--- config.mk ---
export PLATFORM = sky130hd
export DESIGN_NAME = period_constrained_encoder_unit_flat
export DESIGN_NICKNAME = d
export VERILOG_FILES = /design/src/pceu_pkg.sv /design/src/pceu_in_if.sv /design/src/pceu_out_if.sv /design/src/pceu_period_check.sv /design/src/period_constrained_encoder_unit.sv /design/src/flat_wrapper.sv
export VERILOG_INCLUDE_DIRS = /design/src /design/src/src
export SDC_FILE = /design/constraint.sdc
export NUM_CORES = 1
export LEC_CHECK = 0
export BUFFER_PORTS_ARGS = -buffer_cell sky130_fd_sc_hd__buf_2
export CORE_ASPECT_RATIO = 1.5
export CORE_MARGIN = 3
export CORE_UTILIZATION = 35
export DETAILED_ROUTE_END_ITERATION = 6
export PLACE_DENSITY = 0.53
export SYNTH_ARGS = -nofsm -noshare
export SYNTH_HDL_FRONTEND = slang
export SYNTH_SLANG_ARGS = --single-unit
--- constraint.sdc ---
create_clock -name i_clk -period 5.4 [get_ports i_clk]
set_clock_uncertainty 0.2 [all_clocks]
set_input_delay 0.54 -clock i_clk [delete_from_list [all_inputs] [get_ports i_clk]]
set_output_delay 0.54 -clock i_clk [all_outputs]
set_load 0.02 [all_outputs]
--- src/period_constrained_encoder_unit_defines.svh ---
// Assertion macros for the period constrained encoder.
// Checks compile away when SYNTH is defined.
`ifndef PERIOD_CONSTRAINED_ENCODER_UNIT_DEFINES_SVH
`define PERIOD_CONSTRAINED_ENCODER_UNIT_DEFINES_SVH

`ifndef SYNTH
// Same-cycle implication.
`define PCEU_ASSERT_IMPL(label, clk, rst_n, ante, cons) \
    label: assert property (@(posedge clk) disable iff (!rst_n) (ante) |-> (cons)) \
        else $error("pceu: same-cycle check failed");
// Next-cycle implication.
`define PCEU_ASSERT_NEXT(label, clk, rst_n, ante, cons) \
    label: assert property (@(posedge clk) disable iff (!rst_n) (ante) |=> (cons)) \
        else $error("pceu: next-cycle check failed");
`else
`define PCEU_ASSERT_IMPL(label, clk, rst_n, ante, cons)
`define PCEU_ASSERT_NEXT(label, clk, rst_n, ante, cons)
`endif

`endif

--- src/pceu_pkg.sv ---
`default_nettype none

package pceu_pkg;

    localparam int unsigned PB_W          = 5;
    localparam int unsigned WL_W          = 6;
    localparam int unsigned CFG_IDX_W     = 1;
    localparam int unsigned CFG_DATA_W    = 6;
    localparam int unsigned PB_MAX        = 2 ** PB_W;

    localparam int unsigned DATA_BITS_DEF = 32;
    localparam int unsigned MAX_STEPS_DEF = 1024;

    localparam logic [PB_W-1:0] PB_RESET = 5'd14;
    localparam logic [WL_W-1:0] WL_RESET = 6'd20;

    typedef enum logic [CFG_IDX_W-1:0] {
        CFG_PERIOD_BOUND  = 1'b0,
        CFG_WINDOW_LENGTH = 1'b1
    } t_cfg_idx;

    typedef enum logic [2:0] {
        ST_IDLE,
        ST_LOAD,
        ST_CHECK,
        ST_EDIT,
        ST_DONE
    } t_state;

    // Result of one window period check.
    typedef struct packed {
        logic            viol;
        logic [PB_W-1:0] period;
    } t_chk_res;

endpackage

`default_nettype wire

--- src/pceu_in_if.sv ---
`default_nettype none

interface pceu_in_if #(
    parameter int unsigned W = pceu_pkg::DATA_BITS_DEF
);
    logic         valid;
    logic         ready;
    logic [W-1:0] data_word;

    modport source (output valid, output data_word, input ready);
    modport sink   (input valid, input data_word, output ready);
endinterface

`default_nettype wire

--- src/pceu_out_if.sv ---
`default_nettype none

interface pceu_out_if #(
    parameter int unsigned W = pceu_pkg::DATA_BITS_DEF
);
    logic         valid;
    logic         ready;
    logic [W:0]   code_word;
    logic         config_or_limit_error;

    modport source (output valid, output code_word, output config_or_limit_error,
                    input ready);
    modport sink   (input valid, input code_word, input config_or_limit_error,
                    output ready);
endinterface

`default_nettype wire

--- src/pceu_period_check.sv ---
`default_nettype none

// Finds the smallest period below the bound in one window, if any.
module pceu_period_check #(
    parameter int unsigned TOTAL = pceu_pkg::DATA_BITS_DEF + 1
) (
    input  logic [TOTAL-1:0]           i_window,
    input  logic [pceu_pkg::WL_W-1:0]  i_win_len,
    input  logic [pceu_pkg::PB_W-1:0]  i_period_bound,
    output pceu_pkg::t_chk_res         o_res
);

    always_comb begin
        logic [TOTAL-1:0] lmask;
        logic [TOTAL-1:0] diff;
        for (int k = 0; k < TOTAL; k++) begin
            lmask[k] = (pceu_pkg::WL_W'(k) < i_win_len);
        end
        o_res = '0;
        diff  = '0;
        // scan downward so the smallest matching period wins
        for (int d = pceu_pkg::PB_MAX - 1; d >= 1; d--) begin
            diff = (i_window ^ (i_window >> d)) & (lmask >> d);
            if ((diff == '0) && (pceu_pkg::PB_W'(d) < i_period_bound)) begin
                o_res.viol   = 1'b1;
                o_res.period = pceu_pkg::PB_W'(d);
            end
        end
    end

endmodule

`default_nettype wire

--- src/period_constrained_encoder_unit.sv ---
// Period constrained encoder. Each request carries one DATA_BITS-bit data
// word; the block answers with one code word of DATA_BITS+1 bits in which no
// window of window_length bits has a minimal period below period_bound, plus
// an error flag. A 1 is placed above the data, then window positions are
// scanned in passes; a window with a short period has its repeated tail cut
// out, the period marked by a 1 followed by zeros, and the position appended
// at the top in ceil(log2 DATA_BITS) bits plus a 0. Passes repeat until a
// clean pass. The flag is set when window_length differs from
// period_bound + ceil(log2 DATA_BITS) + 1 (the word is then returned with only
// the 1 appended) or when more than MAX_STEPS replacements would be needed.
// Operation: one request at a time; the input is not ready until the result
// has been taken. One shared window period checker is stepped over the
// positions: each position has a window extraction step and a check step, a
// replacement adds an edit step, and a pass that made a replacement ends with
// a restart step; accepting a request and handing out the result are steps of
// their own. With DATA_BITS = 32 and window_length = 20 a pass covers 14
// positions. Configuration is to be written through i_cfg_we / i_cfg_idx /
// i_cfg_wdata only while the block is idle; the block does not enforce this.
`default_nettype none
`include "period_constrained_encoder_unit_defines.svh"

module period_constrained_encoder_unit #(
    parameter int unsigned DATA_BITS = pceu_pkg::DATA_BITS_DEF,
    parameter int unsigned MAX_STEPS = pceu_pkg::MAX_STEPS_DEF
) (
    input  logic                              i_clk,
    input  logic                              i_rst_n,
    input  logic                              i_cfg_we,
    input  logic [pceu_pkg::CFG_IDX_W-1:0]    i_cfg_idx,
    input  logic [pceu_pkg::CFG_DATA_W-1:0]   i_cfg_wdata,
    pceu_in_if.sink                           i_data_if,
    pceu_out_if.source                        o_code_if
);

    localparam int unsigned TOTAL  = DATA_BITS + 1;
    localparam int unsigned LOGN   = $clog2(DATA_BITS);
    localparam int unsigned CUT    = LOGN + 1;            // bits removed per replacement
    localparam int unsigned BASE   = TOTAL - CUT;         // start of the position tail
    localparam int unsigned POS_W  = $clog2(TOTAL);
    localparam int unsigned STEP_W = $clog2(MAX_STEPS + 1);
    localparam int unsigned SUM_W  =
        ((POS_W > pceu_pkg::WL_W) ? POS_W : pceu_pkg::WL_W) + 1;

    // Configuration registers
    logic [pceu_pkg::PB_W-1:0] r_pb;
    logic [pceu_pkg::WL_W-1:0] r_wl;

    // Sequencer and datapath registers
    pceu_pkg::t_state     r_state, n_state;
    logic [TOTAL-1:0]     r_word,  n_word;
    logic [TOTAL-1:0]     r_win,   n_win;
    logic [POS_W-1:0]     r_pos,   n_pos;
    logic [pceu_pkg::PB_W-1:0] r_period, n_period;
    logic [STEP_W-1:0]    r_steps, n_steps;
    logic                 r_found, n_found;
    logic                 r_err,   n_err;

    // Decode signals
    logic                 in_acc;
    logic                 cfg_ok;
    logic                 pos_in;
    logic                 step_limit;
    logic [SUM_W-1:0]     ipd;
    logic [SUM_W-1:0]     cut_at;
    logic [TOTAL-1:0]     shifted;
    logic [CUT-1:0]       tail;
    logic [TOTAL-1:0]     edited;
    pceu_pkg::t_chk_res   chk;

    assign in_acc     = i_data_if.valid && i_data_if.ready;
    assign cfg_ok     = (SUM_W'(r_pb) + SUM_W'(CUT)) == SUM_W'(r_wl);
    assign pos_in     = (SUM_W'(r_pos) + SUM_W'(r_wl)) <= SUM_W'(TOTAL);
    assign step_limit = r_steps >= STEP_W'(MAX_STEPS);

    // Shared window period checker
    pceu_period_check #(
        .TOTAL          (TOTAL)
    ) u_check (
        .i_window       (r_win),
        .i_win_len      (r_wl),
        .i_period_bound (r_pb),
        .o_res          (chk)
    );

    // Replacement: keep bits below pos+period, mark the period with a 1 and
    // zeros up to pos+bound, pull the upper bits down by CUT, append the tail.
    assign ipd     = SUM_W'(r_pos) + SUM_W'(r_period);
    assign cut_at  = SUM_W'(r_pos) + SUM_W'(r_pb);
    assign shifted = r_word >> CUT;
    assign tail    = {1'b0, r_pos[LOGN-1:0]};

    always_comb begin
        for (int k = 0; k < TOTAL; k++) begin
            if (k >= BASE) begin
                edited[k] = tail[k - BASE];
            end else if (SUM_W'(k) < ipd) begin
                edited[k] = r_word[k];
            end else if (SUM_W'(k) == ipd) begin
                edited[k] = 1'b1;
            end else if (SUM_W'(k) < cut_at) begin
                edited[k] = 1'b0;
            end else begin
                edited[k] = shifted[k];
            end
        end
    end

    // Next state
    always_comb begin
        n_state = r_state;
        case (r_state)
            pceu_pkg::ST_IDLE: begin
                if (i_data_if.valid) begin
                    n_state = cfg_ok ? pceu_pkg::ST_LOAD : pceu_pkg::ST_DONE;
                end
            end
            pceu_pkg::ST_LOAD: begin
                if (pos_in) begin
                    n_state = pceu_pkg::ST_CHECK;
                end else if (!r_found) begin
                    n_state = pceu_pkg::ST_DONE;
                end
            end
            pceu_pkg::ST_CHECK: begin
                if (!chk.viol) begin
                    n_state = pceu_pkg::ST_LOAD;
                end else if (step_limit) begin
                    n_state = pceu_pkg::ST_DONE;
                end else begin
                    n_state = pceu_pkg::ST_EDIT;
                end
            end
            pceu_pkg::ST_EDIT: begin
                n_state = pceu_pkg::ST_LOAD;
            end
            pceu_pkg::ST_DONE: begin
                if (o_code_if.ready) begin
                    n_state = pceu_pkg::ST_IDLE;
                end
            end
            default: begin
                n_state = pceu_pkg::ST_IDLE;
            end
        endcase
    end

    // Handshake outputs
    always_comb begin
        i_data_if.ready = (r_state == pceu_pkg::ST_IDLE);
        o_code_if.valid = (r_state == pceu_pkg::ST_DONE);
    end

    assign o_code_if.code_word             = r_word;
    assign o_code_if.config_or_limit_error = r_err;

    // Datapath next values
    always_comb begin
        n_word   = r_word;
        n_win    = r_win;
        n_pos    = r_pos;
        n_period = r_period;
        n_steps  = r_steps;
        n_found  = r_found;
        n_err    = r_err;
        case (r_state)
            pceu_pkg::ST_IDLE: begin
                if (in_acc) begin
                    // append the marker 1 above the data
                    n_word  = {1'b1, i_data_if.data_word};
                    n_pos   = '0;
                    n_steps = '0;
                    n_found = 1'b0;
                    n_err   = !cfg_ok;
                end
            end
            pceu_pkg::ST_LOAD: begin
                if (pos_in) begin
                    n_win = r_word >> r_pos;
                end else if (r_found) begin
                    // restart the scan for another pass
                    n_pos   = '0;
                    n_found = 1'b0;
                end
            end
            pceu_pkg::ST_CHECK: begin
                if (!chk.viol) begin
                    n_pos = r_pos + 1'b1;
                end else if (step_limit) begin
                    n_err = 1'b1;
                end else begin
                    n_period = chk.period;
                end
            end
            pceu_pkg::ST_EDIT: begin
                n_word  = edited;
                n_steps = r_steps + 1'b1;
                n_found = 1'b1;
                n_pos   = r_pos + 1'b1;
            end
            default: begin
            end
        endcase
    end

    // Configuration registers
    always_ff @(posedge i_clk) begin
        if (!i_rst_n) begin
            r_pb <= pceu_pkg::PB_RESET;
            r_wl <= pceu_pkg::WL_RESET;
        end else if (i_cfg_we) begin
            case (pceu_pkg::t_cfg_idx'(i_cfg_idx))
                pceu_pkg::CFG_PERIOD_BOUND:  r_pb <= i_cfg_wdata[pceu_pkg::PB_W-1:0];
                pceu_pkg::CFG_WINDOW_LENGTH: r_wl <= i_cfg_wdata[pceu_pkg::WL_W-1:0];
                default: begin
                end
            endcase
        end
    end

    // Control state
    always_ff @(posedge i_clk) begin
        if (!i_rst_n) begin
            r_state <= pceu_pkg::ST_IDLE;
            r_steps <= '0;
            r_found <= 1'b0;
            r_err   <= 1'b0;
            r_pos   <= '0;
        end else begin
            r_state <= n_state;
            r_steps <= n_steps;
            r_found <= n_found;
            r_err   <= n_err;
            r_pos   <= n_pos;
        end
    end

    // Payload
    always_ff @(posedge i_clk) begin
        r_word   <= n_word;
        r_win    <= n_win;
        r_period <= n_period;
    end

    // Never offer a new request while a result is pending.
    `PCEU_ASSERT_IMPL(a_ready_excl_valid, i_clk, i_rst_n, o_code_if.valid, !i_data_if.ready)
    // Replacement counter stays within the limit.
    `PCEU_ASSERT_IMPL(a_step_bound, i_clk, i_rst_n, 1'b1, r_steps <= STEP_W'(MAX_STEPS))
    // After a replacement the top code bit is a 0.
    `PCEU_ASSERT_NEXT(a_edit_top_zero, i_clk, i_rst_n, r_state == pceu_pkg::ST_EDIT, !r_word[TOTAL-1])
    // An accepted request starts a scan or goes straight to the result.
    `PCEU_ASSERT_NEXT(a_accept_next, i_clk, i_rst_n, in_acc, r_state == pceu_pkg::ST_LOAD || r_state == pceu_pkg::ST_DONE)

endmodule

`default_nettype wire
--- src/flat_wrapper.sv ---
// flat-port wrapper written by rule: the top's interface ports become plain ports
module period_constrained_encoder_unit_flat 
#(
    parameter int unsigned DATA_BITS = pceu_pkg::DATA_BITS_DEF,
    parameter int unsigned MAX_STEPS = pceu_pkg::MAX_STEPS_DEF
)
  (i_clk, i_rst_n, i_cfg_we, i_cfg_idx, i_cfg_wdata, i_data_if_valid, i_data_if_data_word, i_data_if_ready, o_code_if_valid, o_code_if_code_word, o_code_if_config_or_limit_error, o_code_if_ready);
  pceu_in_if i_data_if_i ();
  pceu_out_if o_code_if_i ();
  input  logic i_clk;
  input  logic i_rst_n;
  input  logic i_cfg_we;
  input  logic [pceu_pkg::CFG_IDX_W-1:0] i_cfg_idx;
  input  logic [pceu_pkg::CFG_DATA_W-1:0] i_cfg_wdata;
  input wire logic [$bits(i_data_if_i.valid)-1:0] i_data_if_valid;
  input wire logic [$bits(i_data_if_i.data_word)-1:0] i_data_if_data_word;
  output wire logic [$bits(i_data_if_i.ready)-1:0] i_data_if_ready;
  output wire logic [$bits(o_code_if_i.valid)-1:0] o_code_if_valid;
  output wire logic [$bits(o_code_if_i.code_word)-1:0] o_code_if_code_word;
  output wire logic [$bits(o_code_if_i.config_or_limit_error)-1:0] o_code_if_config_or_limit_error;
  input wire logic [$bits(o_code_if_i.ready)-1:0] o_code_if_ready;
  assign i_data_if_i.valid = i_data_if_valid;
  assign i_data_if_i.data_word = i_data_if_data_word;
  assign i_data_if_ready = i_data_if_i.ready;
  assign o_code_if_valid = o_code_if_i.valid;
  assign o_code_if_code_word = o_code_if_i.code_word;
  assign o_code_if_config_or_limit_error = o_code_if_i.config_or_limit_error;
  assign o_code_if_i.ready = o_code_if_ready;
  period_constrained_encoder_unit #(.DATA_BITS(DATA_BITS), .MAX_STEPS(MAX_STEPS)) u_core (.i_clk(i_clk), .i_rst_n(i_rst_n), .i_cfg_we(i_cfg_we), .i_cfg_idx(i_cfg_idx), .i_cfg_wdata(i_cfg_wdata), .i_data_if(i_data_if_i), .o_code_if(o_code_if_i));
endmodule
======== Word-level counts from Yosys, hierarchy flattened ========
Index checks and enable logic that the tools add are counted.
operators by class
  add/sub/neg operators ................... 6
  $lt $le $gt $ge ......................... 119
  eq/ne operators ......................... 67
  shifts and indexed selects .............. 1
  muxes and demuxes ....................... 136
  bitwise logic cells ..................... 64
  reductions and logical operators ........ 109
operators with widths
  kind                                                                         number
  33-bit logical NOT                                                           31
  6-bit two-way mux                                                            35
  5-bit by 7-bit less-than comparator with 1-bit output, first input constant  22
  4-bit by 7-bit less-than comparator with 1-bit output, first input constant  16
  5-bit by 6-bit less-than comparator with 1-bit output, first input constant  16
  3-bit AND reduction                                                          30
  1-bit two-way mux                                                            86
  5-bit less-than comparator, first input constant                             16
  5-bit by 7-bit == test with 1-bit output, first input constant               11
  33-bit case mux with 2 select lines                                          1
  2-bit != test, second input constant                                         31
  4-bit by 7-bit == test with 1-bit output, first input constant               8
  3-bit by 7-bit less-than comparator with 1-bit output, first input constant  8
  4-bit by 6-bit less-than comparator with 1-bit output, first input constant  8
  4-bit by 5-bit less-than comparator with 1-bit output, first input constant  8
  33-bit by 10-bit bitwise AND with 33-bit output                              1
  33-bit by 11-bit bitwise AND with 33-bit output                              1
  33-bit by 12-bit bitwise AND with 33-bit output                              1
  33-bit by 13-bit bitwise AND with 33-bit output                              1
  33-bit by 14-bit bitwise AND with 33-bit output                              1
  33-bit by 15-bit bitwise AND with 33-bit output                              1
  33-bit by 16-bit bitwise AND with 33-bit output                              1
  33-bit by 17-bit bitwise AND with 33-bit output                              1
  33-bit by 18-bit bitwise AND with 33-bit output                              1
  101 further kinds                                                            166
storage, ports and cells
  register bits after elaboration ......... 104
  output and inout port bits .............. 36
  logic and storage cells ................. 542

======== Depth between registers and ports, before layout ========
  depth in word-level cells ............... 37
  mapped depth ............................ 16

======== By module ========
A second synthesis with hierarchy kept.
unflattened totals
  cell total of the unflattened synthesis .. 2,055
  area total of the unflattened synthesis .. 16,274.4 µm²
by module, submodules not included
  module                           times used  cells each  area each (µm²)  seq. area each (µm²)
  pceu_period_check                1           1,264       8,929.8          0.0
  period_constrained_encoder_unit  1           791         7,344.5          2,792.7

======== Worst setup path after synthesis ========
No wires, ideal clock.
  kind .................................... register to register
  start ................................... register u_core.r_pos[0]
  end ..................................... register u_core.r_win[0], enable pin
  arrival ................................. 3.396 ns
  required time ........................... 4.775 ns
  setup slack ............................. 1.379 ns
  stages on the path, launching flop included .. 9
  buffers on the path ..................... 0
  path through ............................ dfxtp_1 -> ha_1 -> fa_1 -> a21o_1 -> a21oi_1 -> xnor2_1 -> o311ai_0 -> o2111ai_1 -> nor2_1
between the ends
  longest elaborated chain between the ends .. 3
ends and longest elaborated chain
  element                                         RTL line                                text
  start, declared                                 period_constrained_encoder_unit.sv:52   logic [POS_W-1:0] r_pos, n_pos;
  start signal, assigned                          period_constrained_encoder_unit.sv:233  r_pos <= n_pos;
  6-bit by 6-bit adder with 7-bit output          period_constrained_encoder_unit.sv:72   assign pos_in = (SUM_W'(r_pos) + SUM_W'(r_wl)) <= SUM_W'(TOTAL);
  7-bit by 6-bit <= comparator with 1-bit output  period_constrained_encoder_unit.sv:72
  2-bit AND reduction (no source line)            n/a
  end signal, assigned                            period_constrained_encoder_unit.sv:240  r_win <= n_win;
  end, declared                                   period_constrained_encoder_unit.sv:51   logic [TOTAL-1:0] r_win, n_win;
No other way between the ends.
A chain may end at the register's enable or synchronous reset.

======== Worst setup path after layout ========
  start ................................... register u_core.r_wl[2] (netlist bit)
  end ..................................... register u_core.r_period[2] (netlist bit), enable pin
between the ends
  longest elaborated chain between the ends .. 36
  elaborated cells between the ends (all ways) .. 157
  classes of those cells .................. 32 x order compare; 31 x mux; 31 x bitwise; 63 x reduce/logical
ends and longest elaborated chain
  element                                                                                                     RTL line                                text
  start, declared                                                                                             period_constrained_encoder_unit.sv:46   logic [pceu_pkg::WL_W-1:0] r_wl;
  start signal, assigned                                                                                      period_constrained_encoder_unit.sv:209  r_wl <= pceu_pkg::WL_RESET;
  start signal, assigned                                                                                      period_constrained_encoder_unit.sv:213  pceu_pkg::CFG_WINDOW_LENGTH: r_wl <= i_cfg_wdata[pceu_pkg::WL_W-1:0];
  5-bit by 6-bit less-than comparator with 1-bit output / 6-bit less-than comparator (equally long branches)  pceu_period_check.sv:17                 lmask[k] = (pceu_pkg::WL_W'(k) < i_win_len);
  33-bit by 2-bit bitwise AND with 33-bit output                                                              pceu_period_check.sv:23                 diff = (i_window ^ (i_window >> d)) & (lmask >> d);
  33-bit logical NOT                                                                                          pceu_period_check.sv:24                 if ((diff == '0) && (pceu_pkg::PB_W'(d) < i_period_bound)) begin
  1-bit logical AND                                                                                           pceu_period_check.sv:24
  6-bit two-way mux (30 in a row)                                                                             pceu_period_check.sv:24
  6-bit two-way mux *                                                                                         pceu_period_check.sv:24
  3-bit AND reduction (no source line) *                                                                      n/a
  end signal, assigned                                                                                        period_constrained_encoder_unit.sv:241  r_period <= n_period;
  end, declared                                                                                               period_constrained_encoder_unit.sv:53   logic [pceu_pkg::PB_W-1:0] r_period, n_period;
Every way passes the cells marked *; elsewhere a longest branch is shown, timed or not.

==> flow_summary.toml <==
[layout]
post-route-util_pct = 39.1
layout.cells.non_filler = 2696
drive_gt1_share_pct = 15.3
fill_cells = 4769
final_nets = 2172
final_area_um2 = 18000
syn_to_final_growth_pct = 9.68

[synth]
synth_flop_cell = "edfxtp_1"
synthTopCellsByArea = "xnor2_1 14%, edfxtp_1 13%, xor2_1 11%"
avgSynthCellArea_um2 = 7.78
async_flop_share_pct = 0
yosysMostFrequentCell = "xnor2_1"
syn_inst = 2105
ys_seq_area_share_pct = 17.0
synth_largest_area_cell = "xnor2_1"
syn-cell-area_um2 = 16400
yosys_warnings = 0
ys_ff_latch = 104
synth_cell_types = 89
syn_nets = 2175
synth_edf_count = 71
synth_common_cells = "254 x xnor2_1, 203 x xor2_1, 155 x nor2_1"
yosys.area.top_type_share_pct = 13.6

[clock_network]
insertion_delay_ps = 380
clk_pin_slew_worst_paths_ps = 80
clk_path_buf_depth = 2
root_buffer = "clkbuf_16"
cts_inserted_buffers = 9
cts_tree = "built"
htree_levels = 3
cts_num_sinks = 104

[floorplan]
io_pins = 80
initial_core_util_pct = 35.6
core_um2 = 46000
row_count = 96
die_h_um = 271
dieArea_um2 = 49500
die_w_um = 183

[grt]
overflow = 0
grt.met3_usage_pct = 6.50
grtUsageTotal_pct = 33.0
antenna_found_initial = 0
grtUsageMet1_pct = 36.1
met2_usage_pct = 54.7
grt_pass1_wl_um = 123000
top_usage_layer = "met2"
grt_max_degree = 62
grt_pass1_vias = 17600

[sta]
tightest_slew_ps = 1480
fmax_mhz = 190
fin_crit_sh_pct = 97.6
finalHoldViolations = 0
hold_slack_ps = 197
slew-limit-headroom_pct = 1.54
rsz0062_at_grt = "no"
setup_tns_ps = 0
setup_violations = 0
finalWorstPathRequiredPeriod_ps = 5270
maxSlewViolCount = 0

[flow_run]
max_cap_viol_count = 0

[pwr]
vdd_drop_max_mv = 0.166
power.density_nw_per_um2 = 185
netSwitchingFraction_pct = 44.1
seqPwrFrac_pct = 33.1
p_int_mw = 1.86
switchingPower_mw = 1.47
combPwrFrac_pct = 45.5
clkPwrFrac_pct = 21.4
cellLeakagePower_nw = 6.52

[drt]
dr.first_iter.drc_count = 2485
drtPass1Iterations = 7
postRouteAntennaNets = 0
via_per_inst = 6.74
vias = 18200
wl_per_cell_um = 31.5
drc_errors = 6
finalWirelength_um = 84900

[place]
place_area_um2 = 17600
hpwl_um = 61100
portBuffers = 79
gp_congestion = 1.07
dp.cells = 2678

[worst_setup_path]
critPathKind = "flip-flop to flip-flop"
worstSetupEndpointType = "flip-flop"
critPathRequiredTime_ps = 5290
start_kind = "flip-flop"
cp.arrival_ps = 5160
worst-path-max-fanout = 15

[outcome]
status = "complete, but fails checks"
violations = "DRC"

[hold_path]
hold_path.class = "primary input to flip-flop"
==> cell usage in the layout, fill, tap and decap left out, types with 15 or more instances in the layout <==
cell type	n
a2111oi_0	17
a211oi_1	33
a21oi_1	91
a221o_1	30
a221oi_1	25
a222oi_1	22
a22oi_1	24
a31oi_1	19
and2_1	17
and3_1	15
buf_2	79
buf_4	154
dfxtp_1	29
edfxtp_1	71
ha_1	23
inv_1	28
mux2i_1	27
mux4_2	15
nand2_1	154
nand3_1	50
nor2_1	153
nor2b_1	21
nor3_1	20
nor4_1	19
o211ai_1	20
o21ai_0	113
o221ai_1	56
o22ai_1	76
xnor2_1	254
xor2_1	203
==> worst max-delay path, stage by stage (launching register included) <==
cell       delay, ps
dfxtp_1          530
and3_1           430
a31oi_2          860
buf_4            410
o22ai_1          140
a2111oi_0       1110
nand2_1          240
nand4_1          280
or3_4            190
nor3_1            80
nor4b_1          280
buf_4            210
==> power groups by stage <==
| stage | logic (mW) | registers, mW | clock network (mW) |
|---|---|---|---|
| finish | 1.51 | 1.10 | 0.711 |
| floorplan | 0.963 | 1.02 | 0 |
| CTS | 1.45 | 1.09 | 0.728 |
| global route | 1.59 | 1.10 | 0.755 |
| global placement | 1.45 | 1.11 | 0 |
| detailed placement | 1.45 | 1.11 | 0 |
==> final cells by class <==
cell class / count / area (um2) / area share, %
sequential: 104 / 2800 / 15.6
inverter: 31 / 116 / 0.648
clock inverter: 7 / 86.3 / 0.480
multi-input combinational: 1711 / 12200 / 68.1
clock buffer: 9 / 225 / 1.25
tap: 588 / 736 / 4.09
antenna: 1 / 2.50 / 0.0139
timing repair buffer: 245 / 1780 / 9.89
==> through the flow <==
step | setup WS (ps) | power (mW)
after floorplan | 1380 | 1.98
after global placement | 159 | 2.56
after detailed placement | 147 | 2.56
after CTS | 132 | 3.27
after global routing | 28.8 | 3.45
final | 129 | 3.33
==> sequential cells by signal, summed over array words and instances, names as in the netlist <==
name / count
u_core.r_pb: 5
u_core.r_found: 1
u_core.r_win: 33
u_core.r_steps: 11
u_core.r_period: 5
u_core.r_pos: 6
u_core.o_code_if.config_or_limit_error: 1
u_core.o_code_if.code_word: 33
u_core.r_wl: 6
u_core.r_state: 3
==> kinds of logic (layout without fill, tap and decap cells) <==
kind of cell,after synthesis,count (layout),synth area share (%)
flip-flops,104,104,17.0
adder cells (fa/ha/maj),26,26,2.12
multiplexers,53,53,4.47
XOR/XNOR,457,457,24.4
AND/OR/NAND/NOR,534,534,15.7
buffers and inverters,290,292,8.45
AO/OA/AOI/OAI,641,641,27.8
other,0,1,0
==> metal layers <==
metal | share of wire, % | routed length [um] | up-vias
li1 | - | - | 7730
met1 | 34 | 28500 | 8636
met2 | 47 | 39600 | 1330
met3 | 9.2 | 7850 | 462
met4 | 10 | 8890 | 0
met5 | 0 | 0 | -
==> final timing paths <==
kind | cells after the start | slack (ps) | to | from
hold reg to reg | 1 | 280 | u_core.r_steps[3]$_SDFFE_PN0P_ | u_core.r_steps[3]$_SDFFE_PN0P_
setup reg to reg | 11 | 130 | u_core.r_period[2]$_SDFFCE_PP0P_ | u_core.r_wl[2]$_SDFFE_PN1P_
hold / removal | 3 | 200 | u_core.r_wl[5]$_SDFFE_PN0P_ | i_cfg_wdata[5]
setup / recovery | 11 | 130 | u_core.r_period[2]$_SDFFCE_PP0P_ | u_core.r_wl[2]$_SDFFE_PN1P_
==> timing repair <==
item,in CTS,in global routing
setup endpoints to repair,0,7
hold buffers,0,0
buffers inserted,0,0
resized for setup,0,1
Note: power is estimated with default switching activity, not from simulation.
